<file path="src/rtl/core/csm_pkg.sv">
`timescale 1ns / 1ps

package csm_pkg;

    // defaults for the top-level parameters
    localparam int MAX_STRING_DEPTH_DEF = 255;
    localparam int MAX_HELD_ZEROS_DEF   = 60;

    // held-zero run fits 0..60
    localparam int ZCNT_W    = 6;
    // literal bytes one input byte can produce besides a zero run
    localparam int LIT_SLOTS = 4;
    localparam int LIT_CNT_W = $clog2(LIT_SLOTS + 1);
    // dot + zero run + literals
    localparam int RUN_W     = $clog2(1 + (1 << ZCNT_W) + LIT_SLOTS);
    localparam int CMD_QUEUE_DEPTH = 4;

    localparam logic [7:0] C_NUL    = 8'h00;
    localparam logic [7:0] C_TAB    = 8'h09;
    localparam logic [7:0] C_LF     = 8'h0A;
    localparam logic [7:0] C_VT     = 8'h0B;
    localparam logic [7:0] C_FF     = 8'h0C;
    localparam logic [7:0] C_CR     = 8'h0D;
    localparam logic [7:0] C_SP     = 8'h20;
    localparam logic [7:0] C_PCT    = 8'h25;
    localparam logic [7:0] C_LPAR   = 8'h28;
    localparam logic [7:0] C_RPAR   = 8'h29;
    localparam logic [7:0] C_PLUS   = 8'h2B;
    localparam logic [7:0] C_MINUS  = 8'h2D;
    localparam logic [7:0] C_DOT    = 8'h2E;
    localparam logic [7:0] C_SLASH  = 8'h2F;
    localparam logic [7:0] C_ZERO   = 8'h30;
    localparam logic [7:0] C_NINE   = 8'h39;
    localparam logic [7:0] C_LT     = 8'h3C;
    localparam logic [7:0] C_GT     = 8'h3E;
    localparam logic [7:0] C_LBRK   = 8'h5B;
    localparam logic [7:0] C_BSLASH = 8'h5C;
    localparam logic [7:0] C_RBRK   = 8'h5D;

    // output run for one input byte: optional dot, zero run, then literals
    typedef struct packed {
        logic [LIT_SLOTS-1:0][7:0] lit;
        logic [LIT_CNT_W-1:0]      lit_cnt;
        logic                      dot;
        logic [ZCNT_W-1:0]         zeros;
        logic                      eos;
    } t_cmd;

endpackage

</file>
<file path="src/rtl/core/csm_in_if.sv">
`timescale 1ns / 1ps

interface csm_in_if;
    logic       valid;
    logic       ready;
    logic [7:0] in_byte;
    logic       end_of_stream;

    modport source (output valid, output in_byte, output end_of_stream, input ready);
    modport sink   (input valid, input in_byte, input end_of_stream, output ready);
endinterface

</file>
<file path="src/rtl/core/csm_out_if.sv">
`timescale 1ns / 1ps

interface csm_out_if;
    logic       valid;
    logic       ready;
    logic [7:0] out_byte;
    logic       byte_valid;
    logic       last_of_run;
    logic       stream_end;

    modport source (output valid, output out_byte, output byte_valid,
                    output last_of_run, output stream_end, input ready);
    modport sink   (input valid, input out_byte, input byte_valid,
                    input last_of_run, input stream_end, output ready);
endinterface

</file>
<file path="src/rtl/core/csm_front.sv">
`timescale 1ns / 1ps

module csm_front #(
    parameter int MAX_STRING_DEPTH = csm_pkg::MAX_STRING_DEPTH_DEF,
    parameter int MAX_HELD_ZEROS   = csm_pkg::MAX_HELD_ZEROS_DEF
) (
    input  logic          i_clk,
    input  logic          i_rst_n,
    csm_in_if.sink        i_in,
    input  logic          i_full,
    output logic          o_push,
    output csm_pkg::t_cmd o_cmd
);
    import csm_pkg::*;

    localparam int DEPTH_W   = $clog2(MAX_STRING_DEPTH + 1);
    localparam int LIT_IDX_W = $clog2(LIT_SLOTS);

    typedef enum logic [2:0] {
        M_IDLE, M_COMMENT, M_STRING, M_HEX, M_NAME, M_WORD, M_NUM, M_NUMSIGN
    } t_mode;

    typedef enum logic [1:0] {A_NONE, A_LT, A_GT} t_angle;

    t_mode              r_mode, n_mode;
    t_angle             r_angle, n_angle;
    logic               r_sep, n_sep;
    logic               r_started, n_started;
    logic [DEPTH_W-1:0] r_depth, n_depth;
    logic               r_esc, n_esc;
    logic               r_lzh, n_lzh;
    logic               r_ids, n_ids;
    logic               r_dseen, n_dseen;
    logic               r_dheld, n_dheld;
    logic [ZCNT_W-1:0]  r_zcnt, n_zcnt;

    logic accept;

    function automatic logic is_ws(input logic [7:0] c);
        return c == C_SP || c == C_TAB || c == C_CR || c == C_LF || c == C_VT || c == C_FF;
    endfunction

    function automatic logic is_delim(input logic [7:0] c);
        return is_ws(c) || c == C_SLASH || c == C_LBRK || c == C_RBRK || c == C_LT ||
               c == C_GT || c == C_LPAR || c == C_RPAR;
    endfunction

    assign i_in.ready = !i_full;
    assign accept     = i_in.valid && !i_full;
    assign o_push     = accept;

    always_comb begin
        logic [7:0]           c;
        logic                 consumed;
        logic                 do_idle;
        logic [LIT_CNT_W-1:0] cnt;
        logic                 tok;

        c        = i_in.in_byte;
        consumed = 1'b0;
        do_idle  = 1'b0;
        cnt      = '0;
        tok      = 1'b0;

        n_mode    = r_mode;
        n_angle   = r_angle;
        n_sep     = r_sep;
        n_started = r_started;
        n_depth   = r_depth;
        n_esc     = r_esc;
        n_lzh     = r_lzh;
        n_ids     = r_ids;
        n_dseen   = r_dseen;
        n_dheld   = r_dheld;
        n_zcnt    = r_zcnt;

        o_cmd     = '0;
        o_cmd.eos = i_in.end_of_stream;

        // pending angle from the previous byte decides << / >> / hex open
        if (r_angle == A_LT) begin
            n_angle = A_NONE;
            if (n_sep) begin
                o_cmd.lit[cnt[LIT_IDX_W-1:0]] = C_LF; cnt = cnt + 1'b1;
                n_sep = 1'b0;
            end
            o_cmd.lit[cnt[LIT_IDX_W-1:0]] = C_LT; cnt = cnt + 1'b1;
            n_started = 1'b1;
            if (c == C_LT) begin
                o_cmd.lit[cnt[LIT_IDX_W-1:0]] = C_LT; cnt = cnt + 1'b1;
                consumed = 1'b1;
            end else begin
                n_mode = M_HEX;
            end
        end else if (r_angle == A_GT) begin
            n_angle = A_NONE;
            o_cmd.lit[cnt[LIT_IDX_W-1:0]] = C_GT; cnt = cnt + 1'b1;
            n_started = 1'b1;
            n_sep = 1'b1;
            if (c == C_GT) begin
                o_cmd.lit[cnt[LIT_IDX_W-1:0]] = C_GT; cnt = cnt + 1'b1;
                consumed = 1'b1;
            end
        end

        if (!consumed) begin
            case (n_mode)
                M_IDLE: begin
                    do_idle = 1'b1;
                end
                M_COMMENT: begin
                    if (c == C_LF) begin
                        n_mode  = M_IDLE;
                        do_idle = 1'b1;
                    end
                end
                M_STRING: begin
                    o_cmd.lit[cnt[LIT_IDX_W-1:0]] = c; cnt = cnt + 1'b1;
                    n_started = 1'b1;
                    if (n_esc) begin
                        n_esc = 1'b0;
                    end else if (c == C_BSLASH) begin
                        n_esc = 1'b1;
                    end else if (c == C_LPAR) begin
                        if (n_depth < DEPTH_W'(MAX_STRING_DEPTH))
                            n_depth = n_depth + 1'b1;
                    end else if (c == C_RPAR) begin
                        if (n_depth != '0)
                            n_depth = n_depth - 1'b1;
                        if (n_depth == '0) begin
                            n_mode = M_IDLE;
                            n_sep  = 1'b1;
                        end
                    end
                end
                M_HEX: begin
                    if (c == C_GT) begin
                        o_cmd.lit[cnt[LIT_IDX_W-1:0]] = C_GT; cnt = cnt + 1'b1;
                        n_started = 1'b1;
                        n_mode = M_IDLE;
                        n_sep  = 1'b1;
                    end else if (!is_ws(c)) begin
                        o_cmd.lit[cnt[LIT_IDX_W-1:0]] = c; cnt = cnt + 1'b1;
                        n_started = 1'b1;
                    end
                end
                M_NAME, M_WORD, M_NUM, M_NUMSIGN: begin
                    if (is_delim(c)) begin
                        // close the token, then treat the delimiter as a fresh byte
                        if ((n_mode == M_NUM || n_mode == M_NUMSIGN) &&
                            (n_lzh || (n_dheld && !n_ids))) begin
                            o_cmd.lit[cnt[LIT_IDX_W-1:0]] = C_ZERO; cnt = cnt + 1'b1;
                            n_started = 1'b1;
                        end
                        n_lzh   = 1'b0;
                        n_ids   = 1'b0;
                        n_dseen = 1'b0;
                        n_dheld = 1'b0;
                        n_zcnt  = '0;
                        n_sep   = 1'b1;
                        n_mode  = M_IDLE;
                        do_idle = 1'b1;
                    end else if (n_mode == M_NAME || n_mode == M_WORD) begin
                        o_cmd.lit[cnt[LIT_IDX_W-1:0]] = c; cnt = cnt + 1'b1;
                        n_started = 1'b1;
                    end else if (n_mode == M_NUMSIGN && c == C_ZERO) begin
                        n_mode = M_NUM;
                        n_lzh  = 1'b1;
                    end else begin
                        n_mode = M_NUM;
                        if (n_dseen) begin
                            // fraction: zeros held until a nonzero digit or the cap
                            if (c == C_ZERO && n_zcnt < ZCNT_W'(MAX_HELD_ZEROS)) begin
                                n_zcnt = n_zcnt + 1'b1;
                            end else begin
                                n_lzh       = 1'b0;
                                o_cmd.dot   = n_dheld;
                                n_dheld     = 1'b0;
                                o_cmd.zeros = n_zcnt;
                                n_zcnt      = '0;
                                o_cmd.lit[cnt[LIT_IDX_W-1:0]] = c; cnt = cnt + 1'b1;
                                n_started = 1'b1;
                            end
                        end else begin
                            if (n_lzh && c != C_DOT) begin
                                o_cmd.lit[cnt[LIT_IDX_W-1:0]] = C_ZERO; cnt = cnt + 1'b1;
                                n_started = 1'b1;
                                n_lzh = 1'b0;
                                n_ids = 1'b1;
                            end
                            if (c == C_DOT) begin
                                n_dseen = 1'b1;
                                n_dheld = 1'b1;
                            end else begin
                                o_cmd.lit[cnt[LIT_IDX_W-1:0]] = c; cnt = cnt + 1'b1;
                                n_started = 1'b1;
                                n_ids = 1'b1;
                            end
                        end
                    end
                end
                default: begin
                    n_mode  = M_IDLE;
                    do_idle = 1'b1;
                end
            endcase
        end

        if (do_idle) begin
            if (is_ws(c)) begin
                if (n_started)
                    n_sep = 1'b1;
            end else if (c == C_PCT) begin
                n_mode = M_COMMENT;
            end else if (c == C_RPAR || c == C_RBRK) begin
                // lone closer: no newline before it
                o_cmd.lit[cnt[LIT_IDX_W-1:0]] = c; cnt = cnt + 1'b1;
                n_started = 1'b1;
                n_sep = 1'b1;
            end else if (c == C_LT) begin
                n_angle = A_LT;
            end else if (c == C_GT) begin
                n_angle = A_GT;
            end else begin
                if (n_sep) begin
                    o_cmd.lit[cnt[LIT_IDX_W-1:0]] = C_LF; cnt = cnt + 1'b1;
                    n_started = 1'b1;
                    n_sep = 1'b0;
                end
                if (c == C_LPAR) begin
                    o_cmd.lit[cnt[LIT_IDX_W-1:0]] = c; cnt = cnt + 1'b1;
                    n_started = 1'b1;
                    n_depth = DEPTH_W'(1);
                    n_esc   = 1'b0;
                    n_mode  = M_STRING;
                end else if (c == C_LBRK) begin
                    o_cmd.lit[cnt[LIT_IDX_W-1:0]] = c; cnt = cnt + 1'b1;
                    n_started = 1'b1;
                end else if (c == C_SLASH) begin
                    o_cmd.lit[cnt[LIT_IDX_W-1:0]] = c; cnt = cnt + 1'b1;
                    n_started = 1'b1;
                    n_mode = M_NAME;
                end else if (c == C_MINUS) begin
                    o_cmd.lit[cnt[LIT_IDX_W-1:0]] = c; cnt = cnt + 1'b1;
                    n_started = 1'b1;
                    n_mode = M_NUMSIGN;
                end else if (c == C_ZERO) begin
                    n_mode = M_NUM;
                    n_lzh  = 1'b1;
                end else if (c == C_DOT) begin
                    n_mode  = M_NUM;
                    n_dseen = 1'b1;
                    n_dheld = 1'b1;
                end else if (c == C_PLUS || (c > C_ZERO && c <= C_NINE)) begin
                    o_cmd.lit[cnt[LIT_IDX_W-1:0]] = c; cnt = cnt + 1'b1;
                    n_started = 1'b1;
                    n_mode = M_NUM;
                    n_ids  = (c != C_PLUS);
                end else begin
                    o_cmd.lit[cnt[LIT_IDX_W-1:0]] = c; cnt = cnt + 1'b1;
                    n_started = 1'b1;
                    n_mode = M_WORD;
                end
            end
        end

        if (i_in.end_of_stream) begin
            if (n_angle == A_LT) begin
                if (n_sep) begin
                    o_cmd.lit[cnt[LIT_IDX_W-1:0]] = C_LF; cnt = cnt + 1'b1;
                end
                o_cmd.lit[cnt[LIT_IDX_W-1:0]] = C_LT; cnt = cnt + 1'b1;
            end else if (n_angle == A_GT) begin
                o_cmd.lit[cnt[LIT_IDX_W-1:0]] = C_GT; cnt = cnt + 1'b1;
            end
            tok = (n_mode == M_NUM || n_mode == M_NUMSIGN);
            if (tok && (n_lzh || (n_dheld && !n_ids))) begin
                o_cmd.lit[cnt[LIT_IDX_W-1:0]] = C_ZERO; cnt = cnt + 1'b1;
            end
            n_mode    = M_IDLE;
            n_angle   = A_NONE;
            n_sep     = 1'b0;
            n_started = 1'b0;
            n_depth   = '0;
            n_esc     = 1'b0;
            n_lzh     = 1'b0;
            n_ids     = 1'b0;
            n_dseen   = 1'b0;
            n_dheld   = 1'b0;
            n_zcnt    = '0;
        end

        o_cmd.lit_cnt = cnt;
    end

    always_ff @(posedge i_clk) begin
        if (!i_rst_n) begin
            r_mode    <= M_IDLE;
            r_angle   <= A_NONE;
            r_sep     <= 1'b0;
            r_started <= 1'b0;
            r_depth   <= '0;
            r_esc     <= 1'b0;
            r_lzh     <= 1'b0;
            r_ids     <= 1'b0;
            r_dseen   <= 1'b0;
            r_dheld   <= 1'b0;
            r_zcnt    <= '0;
        end else if (accept) begin
            r_mode    <= n_mode;
            r_angle   <= n_angle;
            r_sep     <= n_sep;
            r_started <= n_started;
            r_depth   <= n_depth;
            r_esc     <= n_esc;
            r_lzh     <= n_lzh;
            r_ids     <= n_ids;
            r_dseen   <= n_dseen;
            r_dheld   <= n_dheld;
            r_zcnt    <= n_zcnt;
        end
    end

endmodule

</file>
<file path="src/rtl/core/csm_queue.sv">
`timescale 1ns / 1ps

module csm_queue #(
    parameter int DEPTH = 4
) (
    input  logic          i_clk,
    input  logic          i_rst_n,
    input  logic          i_push,
    input  csm_pkg::t_cmd i_data,
    output logic          o_full,
    input  logic          i_pop,
    output csm_pkg::t_cmd o_data,
    output logic          o_empty
);
    import csm_pkg::*;

    localparam int PTR_W = (DEPTH > 1) ? $clog2(DEPTH) : 1;
    localparam int CNT_W = $clog2(DEPTH + 1);

    t_cmd             r_mem [DEPTH];
    logic [PTR_W-1:0] r_wr, n_wr;
    logic [PTR_W-1:0] r_rd, n_rd;
    logic [CNT_W-1:0] r_cnt, n_cnt;
    logic             do_push, do_pop;

    assign o_full  = (r_cnt == CNT_W'(DEPTH));
    assign o_empty = (r_cnt == '0);
    assign o_data  = r_mem[r_rd];
    assign do_push = i_push && !o_full;
    assign do_pop  = i_pop && !o_empty;

    always_comb begin
        n_wr  = r_wr;
        n_rd  = r_rd;
        n_cnt = r_cnt;
        if (do_push)
            n_wr = (r_wr == PTR_W'(DEPTH - 1)) ? '0 : r_wr + 1'b1;
        if (do_pop)
            n_rd = (r_rd == PTR_W'(DEPTH - 1)) ? '0 : r_rd + 1'b1;
        if (do_push && !do_pop)
            n_cnt = r_cnt + 1'b1;
        else if (do_pop && !do_push)
            n_cnt = r_cnt - 1'b1;
    end

    always_ff @(posedge i_clk) begin
        if (do_push)
            r_mem[r_wr] <= i_data;
        if (!i_rst_n) begin
            r_wr  <= '0;
            r_rd  <= '0;
            r_cnt <= '0;
        end else begin
            r_wr  <= n_wr;
            r_rd  <= n_rd;
            r_cnt <= n_cnt;
        end
    end

endmodule

</file>
<file path="src/rtl/core/csm_back.sv">
`timescale 1ns / 1ps

module csm_back (
    input  logic          i_clk,
    input  logic          i_rst_n,
    input  csm_pkg::t_cmd i_cmd,
    input  logic          i_empty,
    output logic          o_pop,
    csm_out_if.source     o_out
);
    import csm_pkg::*;

    logic [RUN_W-1:0] r_idx, n_idx;
    logic             r_valid;
    logic [7:0]       r_byte;
    logic             r_bv, r_last, r_end;

    logic             load, step, run_last;
    logic [RUN_W-1:0] total, zero_end, lit_pos;
    logic [7:0]       cur_byte;

    assign load     = !r_valid || o_out.ready;
    assign step     = load && !i_empty;
    assign zero_end = RUN_W'(i_cmd.dot) + RUN_W'(i_cmd.zeros);
    assign total    = zero_end + RUN_W'(i_cmd.lit_cnt);
    assign lit_pos  = r_idx - zero_end;
    assign run_last = (total == '0) || (r_idx == total - 1'b1);
    assign o_pop    = step && run_last;
    assign n_idx    = run_last ? '0 : r_idx + 1'b1;

    always_comb begin
        if (total == '0)
            cur_byte = C_NUL;
        else if (r_idx < RUN_W'(i_cmd.dot))
            cur_byte = C_DOT;
        else if (r_idx < zero_end)
            cur_byte = C_ZERO;
        else
            cur_byte = i_cmd.lit[lit_pos[$clog2(LIT_SLOTS)-1:0]];
    end

    always_ff @(posedge i_clk) begin
        if (!i_rst_n) begin
            r_idx   <= '0;
            r_valid <= 1'b0;
        end else if (step) begin
            r_idx   <= n_idx;
            r_valid <= 1'b1;
        end else if (load) begin
            r_valid <= 1'b0;
        end
        if (step) begin
            r_byte <= cur_byte;
            r_bv   <= (total != '0);
            r_last <= run_last;
            r_end  <= run_last && i_cmd.eos;
        end
    end

    assign o_out.valid       = r_valid;
    assign o_out.out_byte    = r_byte;
    assign o_out.byte_valid  = r_bv;
    assign o_out.last_of_run = r_last;
    assign o_out.stream_end  = r_end;

endmodule

</file>
<file path="src/rtl/core/content_stream_minifier.sv">
`timescale 1ns / 1ps

// Content stream minifier.
// i_in takes one raw byte per word with end_of_stream marking the last byte
// of a stream; o_out returns the minified bytes, one per word. Each input
// byte produces a run of one or more output words; last_of_run flags the
// final word of a run and stream_end the final word of a stream. A run with
// no real byte is a single word with byte_valid low.
// Front end lexes one byte per cycle unless the queue is full and writes a
// run descriptor into a four-entry queue; the back end expands descriptors at
// one word per cycle unless the receiver stalls. A byte reaches o_out through
// the queue and the output register. With one-word runs and a ready receiver,
// one input byte is taken per cycle; a longer run holds the back end until
// its last word is taken (62 words at most, only on a held-zero flush).
// If the receiver stalls, the output register holds its word and the queue
// fills; i_in.ready drops only when the queue is full.
// Reset (synchronous, active low) empties the queue and the output register
// and returns the lexer to idle between tokens.
module content_stream_minifier #(
    parameter int MAX_STRING_DEPTH = csm_pkg::MAX_STRING_DEPTH_DEF,
    parameter int MAX_HELD_ZEROS   = csm_pkg::MAX_HELD_ZEROS_DEF
) (
    input  logic      i_clk,
    input  logic      i_rst_n,
    csm_in_if.sink    i_in,
    csm_out_if.source o_out
);
    import csm_pkg::*;

    t_cmd front_cmd, head_cmd;
    logic push, full, pop, empty;

    csm_front #(
        .MAX_STRING_DEPTH (MAX_STRING_DEPTH),
        .MAX_HELD_ZEROS   (MAX_HELD_ZEROS)
    ) u_front (
        .i_clk   (i_clk),
        .i_rst_n (i_rst_n),
        .i_in    (i_in),
        .i_full  (full),
        .o_push  (push),
        .o_cmd   (front_cmd)
    );

    csm_queue #(
        .DEPTH (CMD_QUEUE_DEPTH)
    ) u_queue (
        .i_clk   (i_clk),
        .i_rst_n (i_rst_n),
        .i_push  (push),
        .i_data  (front_cmd),
        .o_full  (full),
        .i_pop   (pop),
        .o_data  (head_cmd),
        .o_empty (empty)
    );

    csm_back u_back (
        .i_clk   (i_clk),
        .i_rst_n (i_rst_n),
        .i_cmd   (head_cmd),
        .i_empty (empty),
        .o_pop   (pop),
        .o_out   (o_out)
    );

endmodule

</file>
<file path="src/flat_wrapper.sv">
// flat-port wrapper written by rule: the top's interface ports become plain ports
module content_stream_minifier_flat import csm_pkg::*;
#(
    parameter int MAX_STRING_DEPTH = csm_pkg::MAX_STRING_DEPTH_DEF,
    parameter int MAX_HELD_ZEROS   = csm_pkg::MAX_HELD_ZEROS_DEF
)
  (i_clk, i_rst_n, i_in_valid, i_in_in_byte, i_in_end_of_stream, i_in_ready, o_out_valid, o_out_out_byte, o_out_byte_valid, o_out_last_of_run, o_out_stream_end, o_out_ready);
  csm_in_if i_in_i ();
  csm_out_if o_out_i ();
  input  logic i_clk;
  input  logic i_rst_n;
  input wire logic [$bits(i_in_i.valid)-1:0] i_in_valid;
  input wire logic [$bits(i_in_i.in_byte)-1:0] i_in_in_byte;
  input wire logic [$bits(i_in_i.end_of_stream)-1:0] i_in_end_of_stream;
  output wire logic [$bits(i_in_i.ready)-1:0] i_in_ready;
  output wire logic [$bits(o_out_i.valid)-1:0] o_out_valid;
  output wire logic [$bits(o_out_i.out_byte)-1:0] o_out_out_byte;
  output wire logic [$bits(o_out_i.byte_valid)-1:0] o_out_byte_valid;
  output wire logic [$bits(o_out_i.last_of_run)-1:0] o_out_last_of_run;
  output wire logic [$bits(o_out_i.stream_end)-1:0] o_out_stream_end;
  input wire logic [$bits(o_out_i.ready)-1:0] o_out_ready;
  assign i_in_i.valid = i_in_valid;
  assign i_in_i.in_byte = i_in_in_byte;
  assign i_in_i.end_of_stream = i_in_end_of_stream;
  assign i_in_ready = i_in_i.ready;
  assign o_out_valid = o_out_i.valid;
  assign o_out_out_byte = o_out_i.out_byte;
  assign o_out_byte_valid = o_out_i.byte_valid;
  assign o_out_last_of_run = o_out_i.last_of_run;
  assign o_out_stream_end = o_out_i.stream_end;
  assign o_out_i.ready = o_out_ready;
  content_stream_minifier #(.MAX_STRING_DEPTH(MAX_STRING_DEPTH), .MAX_HELD_ZEROS(MAX_HELD_ZEROS)) u_core (.i_clk(i_clk), .i_rst_n(i_rst_n), .i_in(i_in_i), .o_out(o_out_i));
endmodule
</file>
<file path="config.mk">
export PLATFORM = sky130hd
export DESIGN_NAME = content_stream_minifier_flat
export DESIGN_NICKNAME = d
export VERILOG_FILES = /design/src/rtl/core/csm_pkg.sv /design/src/rtl/core/csm_in_if.sv /design/src/rtl/core/csm_out_if.sv /design/src/rtl/core/csm_front.sv /design/src/rtl/core/csm_queue.sv /design/src/rtl/core/csm_back.sv /design/src/rtl/core/content_stream_minifier.sv /design/src/flat_wrapper.sv
export SDC_FILE = /design/constraint.sdc
export NUM_CORES = 1
export LEC_CHECK = 0
export BUFFER_PORTS_ARGS = -buffer_cell sky130_fd_sc_hd__buf_2
export CAP_MARGIN = 20
export CORE_MARGIN = 5
export CORE_UTILIZATION = 64
export DETAILED_ROUTE_END_ITERATION = 10
export PLACE_DENSITY = 0.79
export SYNTH_ARGS = -nofsm -noshare
export SYNTH_HDL_FRONTEND = slang
export SYNTH_SLANG_ARGS = --single-unit
</file>
<file path="constraint.sdc">
create_clock -name i_clk -period 8.77 [get_ports i_clk]
set_clock_uncertainty 0.2 [all_clocks]
set_input_delay 0 -clock i_clk [delete_from_list [all_inputs] [get_ports i_clk]]
set_output_delay 0 -clock i_clk [all_outputs]
set_load 0.05 [all_outputs]
</file>
==> metrics list, run 1 <==
- Buffers added to address setup during post-CTS repair amount to 0.
- Across all register-to-register paths, the minimum setup slack is 0.90 ns.
- Number of primary I/O pins: 26
* Global placer's final weighted congestion: 1.08
- The worst hold path passes through 3 cells.
* Unrepaired setup endpoints after global routing: false
- First-pass iteration count of the detailed router: 6
* Mean routed wirelength per cell: 27.3 um
- After the first detailed-routing iteration, the DRC count stood at 1987.
- Using the TritonRoute via totals, the vias-per-cell ratio works out to 7.15.
- Remaining DRCs: 0
* Die boundary height: 162 um
- For this run, the total global-route usage over all layers was measured as 0.365.
* Relative area change from synthesis to final layout: 8.02%
- After routing, the total negative slack on setup checks comes to 0 ns.
* Proportion of synthesized chip area in sequential cells: 0.428
- The clock period could shrink to 8.14 ns.
* Starting density of the core: 0.652
* HPWL Detailed: 33600 um
- Setup violations remaining at the end of the flow were counted as 0.
- 0 antenna diodes ended up in the layout.
* Aggregate routed wire length: 48300 um
- The max-slew violation count is 0.
* Tightest Pin Transition: 0.941 ns
* Leading cell types in the layout, fill and taps excluded: edfxtp_1, nand2_1, nor2_1
- Result of the run: finished clean
* Endpoint kind of the worst setup timing path: flop
- Overflow left after global routing: 0
- Static Leak: 5.64 nW
- The worst register-to-register path ends at u_core.u_queue.r_mem[1][31]$_DFFE_PP_.
* Maximum fanout encountered on the critical timing path: 15
- In the synthesized netlist the async set-or-reset flop fraction comes to 0.
- Of the available clock period, the critical path in the final layout requires 0.928.
- The worst-case IR drop observed on VDD is 0.168 mV.
- Slew HR: 0.369
- In the final layout, the share of cells above drive strength 1 is 0.140.
* Full die area: 0.0264 mm2
- Count of filler cells inserted in the layout: 1629
- Post-synth EDFFs: 183
* # clock sinks: 226
* Core area: 0.0228 mm2
* Power Total: 3.85 mW
* Type of the most critical hold path: in -> reg
- TritonCTS buffer count: 23
- Entering global routing, the biggest net connects 44 pins.
- The mapped netlist covers 0.0149 mm2.
- Start point of the worst min-delay path: i_in_in_byte[5]
- TritonCTS built the clock tree.
- Hold buffers post-CTS: 11
* Most common cell after layout, fill and taps aside: edfxtp_1
- Site Rows: 55
- Counting every net in the synthesized netlist gives 1503.
- Startpoint type of the worst setup path: input pin
* Number of max-capacitance violations reported: 0
- Hold Worst Slack: 0.0899 ns
- Via count of the routed design: 12634
- After synthesis, the mean cell area works out to 10.4 um2.
- For this run, the number of Yosys warnings is 0.
- Achievable frequency: 0.123 GHz
* First-pass GRT wire length: 74100 um
- The clock passes through at most 3 buffers.
- Clock-pin slew was measured on the worst setup and hold paths at 0.06 ns.
- Worst Hold End: u_core.u_queue.r_mem[1][32]$_DFFE_PP_
- For this design the ratio of total power to cell area is 240 mW/mm2.
* Cell depth of the worst flop-to-flop path: 27
* Final hold viol count: 0
- The setup path with the least slack is of type in -> reg.
- Post-CTS repair changed the size of 0 cells.
- Synthesis-stage register bit count: 226
- The number of antenna violations at the first check in global routing was 0.
* I/O Buffers: 25
* Via count of the first global-routing pass: 12140
- The die is 162 um wide.
* Critical path data arrival time: 8.17 ns
- Skew-Pair Late Insertion Delay: 0.52 ns
- Count of nets left with antenna violations after detail routing: 0
- Number of distinct library cells after synthesis: 111
- Req. time, crit path: 8.80 ns
- In the synthesized netlist the dominant register cell turns out to be edfxtp_1.
* Nets: 1509
* H-Tree Depth: 1
- The root buffer cell chosen for the clock tree is clkbuf_16.
* Gate count after technology mapping: 1432
- Worst R2R Start: u_core.u_front.r_angle[1]$_SDFFE_PN0P_
-- power breakdown --
part | total [mW] | internal, mW | switching (mW)
sequential | 1.40 | 1.33 | 0.0678
clock | 0.932 | 0.527 | 0.405
combinational | 1.52 | 0.609 | 0.910
-- worst max-delay path by stage --
stage | startpoint | endpoint | slack (ns) | depth (start not counted)
floorplan | u_core.u_front.r_angle[1]$_SDFFE_PN0P_ | u_core.u_queue.r_mem[0][31]$_DFFE_PP_ | 2.15 | 29
global placement | i_in_in_byte[7] | u_core.u_queue.r_mem[0][31]$_DFFE_PP_ | 0.96 | 27
detailed placement | i_in_in_byte[7] | u_core.u_queue.r_mem[1][35]$_DFFE_PP_ | 0.83 | 29
CTS | i_in_in_byte[7] | u_core.u_queue.r_mem[1][31]$_DFFE_PP_ | 0.76 | 28
global route | i_in_in_byte[7] | u_core.u_queue.r_mem[1][28]$_DFFE_PP_ | 0.25 | 28
finish | i_in_in_byte[7] | u_core.u_queue.r_mem[1][31]$_DFFE_PP_ | 0.63 | 28
-- worst max-delay path: stages --
cell	delay [ns]
dlygate4sd3_1	0.53
buf_2	0.22
and4bb_1	0.59
nand2_2	0.16
ha_1	0.34
o22ai_1	0.56
ha_1	0.37
o21a_1	0.23
ha_1	0.29
a211oi_1	0.05
o21ai_0	0.16
a21oi_1	0.09
o41ai_2	0.80
ha_1	0.38
nand2_1	0.06
o21ai_0	0.15
ha_1	0.32
o32ai_1	0.27
nand2_1	0.08
o221ai_1	0.18
ha_1	0.32
a21oi_1	0.27
ha_1	0.30
o21ai_0	0.36
inv_1	0.12
ha_1	0.21
and3_1	0.27
a2111o_1	0.47
-- kinds of logic after synthesis --
group	synth area share
AO/OA/AOI/OAI	0.191
XOR/XNOR	0.0309
adder cells (fa/ha/maj)	0.0499
buffers and inverters	0.0406
flip-flops	0.428
multiplexers	0.0829
AND/OR/NAND/NOR	0.177
-- metal layers --
| metal | GRT usage | up-vias | share of wire |
|---|---|---|---|
| li1 | - | 5487 | - |
| met1 | 0.490 | 6015 | 0.37 |
| met2 | 0.577 | 908 | 0.45 |
| met3 | 0.0605 | 224 | 0.10 |
| met4 | 0.190 | 0 | 0.069 |
| met5 | 0 | - | 0 |
-- final cells by class --
class                   instances  area [um2]  area share
well taps                     313         392      0.0244
multi-input cells            1064        7900       0.492
clock buffers                  33         623      0.0388
flip-flops and latches        226        6360       0.396
inverters                      54         203      0.0126
repair buffers                 69         483      0.0301
clock inverters                 9        82.6     0.00515
-- cells in the mapped netlist, drive strengths merged (23+ instances only) --
master    n  area (um2)
and2     23         144
buf      36         205
nand3    41         220
clkbuf   52         195
and3     24         150
nor3     44         263
ha       56         701
a21oi    90         484
o21ai   103         523
edfxtp  183        5500
nor2    117         457
xnor2    23         228
dfxtp    43         861
nor2b    29         181
inv      52         195
mux4     51        1150
nand2   124         470
-- flip-flops by register name, indices dropped and copies added, names as in the netlist, named ones only --
register	flops
u_core.u_front.r_angle	2
u_core.u_front.r_lzh	1
u_core.u_front.r_dseen	1
u_core.u_back.o_out.byte_valid	1
u_core.u_front.r_dheld	1
u_core.u_front.r_started	1
u_core.u_front.r_sep	1
u_core.u_front.r_ids	1
u_core.u_back.o_out.last_of_run	1
u_core.u_back.o_out.out_byte	8
u_core.u_queue.r_mem	172
u_core.u_queue.r_rd	2
u_core.u_front.r_esc	1
u_core.u_back.r_idx	7
u_core.u_front.r_depth	8
u_core.u_front.r_zcnt	6
u_core.u_queue.r_wr	2
u_core.u_queue.r_cnt	3
u_core.u_back.o_out.valid	1
u_core.u_back.o_out.stream_end	1
u_core.u_front.r_mode	3
-- metrics by stage --
step	utilization	setup slack, ns	std cells	area [um2]
CTS	0.704	0.764	1768	16000
global placement	0.668	0.964	1715	15200
floorplan	-	2.15	1432	14900
global route	0.704	0.254	1768	16000
finish	0.704	0.632	1768	16000
detailed placement	0.668	0.828	1715	15200
Note: power is estimated with default switching activity, not from simulation.
==> run 2: changes to the inputs <==
- RECOVER_POWER: unset -> 50
==> metrics list, run 2 (same netlist as run 1, synthesis figures left out) <==
- Relative to the synthesized area, the layout overhead comes to 7.62%.
* Combinational cell fraction of total power: 0.392
- In the layout the commonest cells are edfxtp_1, nand2_1, nor2_1.
* Static Leak: 5.57 nW
- # clock sinks: 226
- Clock-pin slew was measured on the worst setup and hold paths at 0.06 ns.
- Setup repair after global routing left no endpoint under its margin.
- The worst setup path is launched from an input pin.
- The global routing stage identified its most utilized layer as met2.
- Cell depth of the worst hold path: 6
- I/O Buffers: 25
- Result of the run: finished with violations
- Across every metal layer, demand over resource in global routing totals 0.365.
- Peak VDD IR: 0.168 mV
* Count of buffering cells on the critical path with inverters included: 3
* Maximum fanout encountered on the critical timing path: 15
* Worst Hold End: u_core.u_front.r_depth[3]$_SDFFE_PN0P_
* First-pass iteration count of the detailed router: 6
- For this run, global-route usage on met1 was measured as 0.490.
- Global placer's final weighted congestion: 1.08
* Register-to-register setup slack: 0.89 ns
- For this block, the via count after detailed routing is 12584.
- Site Rows: 55
* Power Total: 3.84 mW
- The number of antenna violations at the first check in global routing is 0.
* Overflow left after global routing: 0
* Number of max-capacitance violations reported: 6
- The final reports fail on max-capacitance violations, max-slew violations.
- After detailed routing, the total wire length is 48300 um.
- Clock network fraction of total power: 0.242
- Starting density of the core: 0.652
- Post-route minimum period: 8.19 ns
- Sequential group share of total power: 0.366
* Resized cells post-CTS: 0
* First-pass GRT wire length: 74100 um
- The detailed router finished its first iteration with 1899 violations.
- Counting stages on the worst path, the most repeated cell is ha_1.
* Full die area: 0.0264 mm2
* Routed via count divided by cell count: 7.12
- The kind of cell with the highest combined delay along the critical path is compound AO/OA/AOI/OAI gates.
- At the later pin of the worst-skew pair, clock insertion delay measures 0.52 ns.
* Flip-flop count of the largest register after layout: 172
* Slew HR: -0.878
* Mean routed wirelength per cell: 27.3 um
- Tightest Pin Transition: 2.82 ns
- Leaving out fill and tap cells, the most frequent cell in the layout is edfxtp_1.
- Req. time, crit path: 8.85 ns
* Core area: 0.0228 mm2
* Share of the clock period used by the worst path after layout: 0.934
- In this run the critical register-to-register path is launched from u_core.u_front.r_angle[1]$_SDFFE_PN0P_.
* Fin. max-slew vios: 243
- Ranked by flip-flop count, first place goes to u_core.u_queue.r_mem.
* Die boundary height: 162 um
- Counting cells, the worst reg-to-reg path comes to 29.
- Counting the buffers created by CTS gives 23.
- The worst setup path is captured at a flop.
- The critical path is of the in -> reg type.
* Achievable frequency: 0.122 GHz
- In this run the number of H-tree levels came out at 1.
* Start point of the worst min-delay path: i_in_in_byte[1]
- Power spread over the standard cell area amounts to 241 mW/mm2.
- In the final design database the tool counted 1509 nets.
* Root cell of the clock tree: clkbuf_16
- Final hold viol count: 0
- Fraction of met2 tracks used by global routing: 0.577
* Via count of the first global-routing pass: 12140
- Critical path's largest stage delay: 0.79 ns
- After detailed routing, the number of remaining DRC violations is 0.
- For the worst setup path, the data arrival time is 8.27 ns.
- For met3 alone, demand over resource in global routing was 0.0605.
* Clock tree from TritonCTS: built
* Ratio of cells with drive above 1 in the final layout: 0.124
* Share of total power consumed by net switching: 0.359
* Setup Viol. Count Final: 0
* Bufs on Longest Clock Path: 3
- The number of antenna diodes in the final layout is 0.
- Critical-path top delay cell: o41ai_2
- The detail route stage leaves a number of antenna-violating nets equal to 0.
- Total internal power: 2.46 mW
- The tightest min-delay check is of the in -> reg type.
- In this run the horizontal extent of the chip is 162 um.
* Worst flop-to-flop path endpoint: u_core.u_queue.r_mem[2][35]$_DFFE_PP_
- The analysis attributes to net switching a power of 1.38 mW.
- Largest net degree at the start of global routing: 44
- Number of primary I/O pins: 26
- The wire-length estimate of the detail-placed layout is 33600 um.
- Setup total negative slack on the finished layout was measured at 0 ns.
-- run 2: changes by cell type in the layout (fill, tap and decap cells not counted), sizes merged --
cell | before | now
buf | 58 | 37
clkbuf | 33 | 54
-- run 2: power by group through the flow --
stage / Combinational, mW / Clock [mW] / Sequential, mW
2_1_floorplan: 1.01 / 0 / 1.48
3_3_place_gp: 1.41 / 0 / 1.41
3_5_place_dp: 1.46 / 0 / 1.42
4_1_cts: 1.50 / 0.939 / 1.40
5_1_grt: 1.60 / 0.994 / 1.42
6_report: 1.51 / 0.930 / 1.41
-- run 2: how the worst max path moves through the flow --
stage | start | end | slack, ns | cells after the start
2_1_floorplan | u_core.u_front.r_angle[1]$_SDFFE_PN0P_ | u_core.u_queue.r_mem[0][31]$_DFFE_PP_ | 2.15 | 29
3_3_place_gp | i_in_in_byte[7] | u_core.u_queue.r_mem[0][31]$_DFFE_PP_ | 0.96 | 27
3_5_place_dp | i_in_in_byte[7] | u_core.u_queue.r_mem[1][35]$_DFFE_PP_ | 0.83 | 29
4_1_cts | i_in_in_byte[7] | u_core.u_queue.r_mem[1][31]$_DFFE_PP_ | 0.76 | 28
5_1_grt | i_in_in_byte[7] | u_core.u_queue.r_mem[0][10]$_DFFE_PP_ | 0.23 | 30
6_report | i_in_in_byte[7] | u_core.u_queue.r_mem[2][35]$_DFFE_PP_ | 0.58 | 30
-- run 2: area by class of cell --
cell class,instances,area (um2)
fillers,1650,6800
flip-flops and latches,226,6360
multi-input cells,1064,7880
inverters,54,203
clock buffers,33,623
well taps,313,392
repair buffers,69,439
clock inverters,9,82.6
-- run 2: metrics by stage --
step	instances	utilization	area, um2	hold slack [ns]	setup WS (ns)
global route	1768	0.702	16000	0.0873	0.234
finish	1768	0.702	16000	0.0872	0.578
CTS	1768	0.704	16000	0.0483	0.764
floorplan	1432	-	14900	-0.101	2.15
detailed placement	1715	0.668	15200	0.155	0.828
global placement	1715	0.668	15200	0.0944	0.964
-- run 2: timing repair --
action	4_1_cts	5_1_grt
buffers inserted	0	0
hold buffers	11	0
endpoints found under the hold margin	74	0
-- run 2: worst reg2reg max path: cells and delay by family, from the launching register on --
kind,cells,cell delay (ns)
AOI/OAI and AO/OA,11,2.83
adders and majority gates,8,2.46
buffers and inverters,2,0.18
DFF,1,0.39
and+or+nand+nor,8,1.59
-- run 2: per-layer routing --
layer  vias up  part of all wire
li1       5492                 -
met1      5950              0.37
met2       933              0.45
met3       209              0.11
met4         0             0.067
met5         -                 0
==> run 3: changes to the inputs <==
--- a/config.mk
+++ b/config.mk
@@ -10,6 +10,6 @@
 export CORE_MARGIN = 5
-export CORE_UTILIZATION = 64
+export CORE_UTILIZATION = 35
 export DETAILED_ROUTE_END_ITERATION = 10
-export PLACE_DENSITY = 0.79
-export RECOVER_POWER = 50
+export PLACE_DENSITY = 0.47
+export RECOVER_POWER = 100
 export SYNTH_ARGS = -nofsm -noshare
==> constraint.sdc (replaced) <==
create_clock -name i_clk -period 8.77 [get_ports i_clk]
set_clock_uncertainty 0.2 [all_clocks]
set_input_delay 0.877 -clock i_clk [delete_from_list [all_inputs] [get_ports i_clk]]
set_output_delay 0.877 -clock i_clk [all_outputs]
set_load 0.05 [all_outputs]
==> metrics list, run 3 (same netlist as run 1, synthesis figures left out) <==
- Starting density of the core: 0.354
- The floorplan has 75 rows.
* Setup Viol. Count Final: 0
- Static Leak: 5.63 nW
- After floorplanning, the core was sized to cover 0.0419 mm2.
* Number of cells after detailed placement: 1956
- Post-route minimum period: 7.94 ns
* Clock slew at reported path FFs: 0.06 ns
- Bufs on Longest Clock Path: 3
- Ratio of cells with drive above 1 in the final layout: 0.131
* Root cell of the clock tree: clkbuf_16
* Achievable frequency: 0.126 GHz
- Worst setup path category: in -> reg
* Skew-Pair Late Insertion Delay: 0.53 ns
* Overall routing resource usage: 0.202
* Diodes inserted: 0
- Of the available clock period, the critical path in the final layout requires 0.906.
- Aggregate routed wire length: 48600 um
- The final-report hold violation count is 0.
- Post-CTS setup buffer count: 0
- Before antenna repair, the detailed router went through 6 iterations.
- Combinational cell fraction of total power: 0.372
- Using the TritonRoute via totals, the vias-per-cell ratio works out to 6.00.
* Sequential standard cell area: 0.00636 mm2
* Startpoint type of the worst setup path: input pin
- Of the total power, the share spent switching nets is 0.345.
- Nets: 1515
- Sum of negative setup slack: 0 ns
- Result of the run: finished with violations
- For this run, the share of the core covered by cells in the final layout is 0.389.
* # clock sinks: 226
- Detailed placement ended at an HPWL of 35500 um.
- Type of the most critical hold path: reg -> reg
- At the end of routability-driven placement, the weighted congestion stood at 0.977.
* Floorplan die width: 216 um
* Fin. max-slew vios: 211
- For the pin with the worst max-slew slack, the measured transition is 2.98 ns.
- I/O Buffers: 25
- Switching power total: 1.35 mW
- Slew HR: -0.986
* Critical path data arrival time: 8.02 ns
* Violations in the final reports: max-capacitance violations, max-slew violations
* Initial antenna violation count: 0
- Most common cell after layout, fill and taps aside: edfxtp_1
* Register-to-register setup slack: 1.40 ns
- The via count of the first global-routing pass is 11642.
- Req. time, crit path: 8.85 ns
* Relative area change from synthesis to final layout: 9.95%
- Hold repair after CTS inserted 0 buffers.
- Full die area: 0.0466 mm2
- The worst setup path is captured at a flop.
- Count of filler cells inserted in the layout: 4146
- Number of primary I/O pins: 26
- Leading cell types in the layout, fill and taps excluded: edfxtp_1, nand2_1, nor2_1
* Clock tree from TritonCTS: built
- Across the run, the number of max-cap violations was 5.
* Via count of the routed design: 12004
- Setup repair after global routing left no endpoint under its margin.
- Of the total power, registers draw 0.356.
- In the routed design, unresolved DRC markers number 0.
* H-Tree Depth: 1
* Resized cells post-CTS: 0
- Mean routed wirelength per cell: 24.3 um
- Power Dens Cells: 240 mW/mm2
* Die boundary height: 216 um
- Multi-input logic area: 0.00782 mm2
- Of the total power, the clock network draws 0.272.
* DRC marker count from the first detailed-route iteration: 1190
- Internal power comes to 2.57 mW.
* Largest net degree at the start of global routing: 44
- Of all nets on the critical path, the largest fanout is 15.
- Once detail routing completed, the nets flagged for antenna violations numbered 0.
- The register with the most flip-flops in the layout has 172 of them.
* Final cell count without fillers: 2001
* Largest Register: u_core.u_queue.r_mem
- The first global-routing pass estimated 74200 um of wire.
* TritonCTS buffer count: 25
- Peak VDD IR: 0.155 mV
- For this run the aggregate overflow at the end of global routing stands at 0.
-- run 3: layout make-up --
class / count / share of cell area
Clock buffer: 27 / 0.0388
Timing Repair Buffer: 73 / 0.0261
Multi-Input combinational cell: 1064 / 0.479
Clock inverter: 18 / 0.0131
Tap cell: 539 / 0.0413
Sequential cell: 226 / 0.389
Inverter: 54 / 0.0124
-- run 3: stage by stage --
| step | instance area (um2) | power (mW) | setup slack [ns] | hold WS [ns] |
|---|---|---|---|---|
| after floorplan | 14900 | 2.49 | 1.36 | 0.247 |
| after global placement | 15600 | 2.89 | 1.07 | 0.264 |
| after detailed placement | 15600 | 2.91 | 0.932 | 0.275 |
| after CTS | 16500 | 3.99 | 1.47 | 0.285 |
| after global routing | 16300 | 4.15 | 0.484 | 0.313 |
| final | 16300 | 3.92 | 0.826 | 0.280 |
-- run 3: worst max-delay path, stage by stage --
cell and delay (ns):
buf_2 0.18, clkbuf_1 0.77, nor4bb_1 0.33, a22oi_2 0.24
nand3_1 0.34, nor2_1 0.84, a311oi_1 0.23, o32ai_1 0.19
a21oi_1 0.09, a21oi_2 0.12, buf_4 0.21, ha_1 0.27
nand2_1 0.06, o21ai_0 0.16, ha_1 0.33, o32ai_1 0.27
nand2_1 0.08, o221ai_1 0.15, ha_1 0.32, a21oi_1 0.23
ha_1 0.29, o21ai_0 0.33, inv_1 0.12, ha_1 0.21
nand2_1 0.08, nor4_2 0.10, a21o_1 0.21, nor3_1 0.40
-- run 3: worst paths after layout --
kind                                           endpoint  cells after the start                              startpoint
setup / recovery  u_core.u_queue.r_mem[3][35]$_DFFE_PP_                     28                         i_in_in_byte[5]
hold / removal                                     flop                      2     u_core.u_queue.r_rd[1]$_SDFFE_PN0P_
setup reg to reg  u_core.u_queue.r_mem[3][35]$_DFFE_PP_                     32  u_core.u_front.r_angle[1]$_SDFFE_PN0P_
hold reg to reg                                    flop                      2     u_core.u_queue.r_rd[1]$_SDFFE_PN0P_
-- run 3: power by group through the flow --
stage / Sequential [mW] / Combinational (mW) / Clock, mW
after detailed placement: 1.41 / 1.50 / 0
after global placement: 1.41 / 1.49 / 0
final: 1.39 / 1.46 / 1.07
after global routing: 1.41 / 1.59 / 1.15
after floorplan: 1.48 / 1.01 / 0
after CTS: 1.39 / 1.50 / 1.10
-- run 3: per-layer routing --
metal | track usage | share of wire | vias up | routed length, um
met5 | 0 | 0 | - | 0
met4 | 0.0562 | 0.032 | 0 | 1540
met3 | 0.0343 | 0.073 | 108 | 3550
met2 | 0.323 | 0.45 | 499 | 22100
met1 | 0.285 | 0.44 | 5910 | 21400
li1 | - | - | 5487 | -
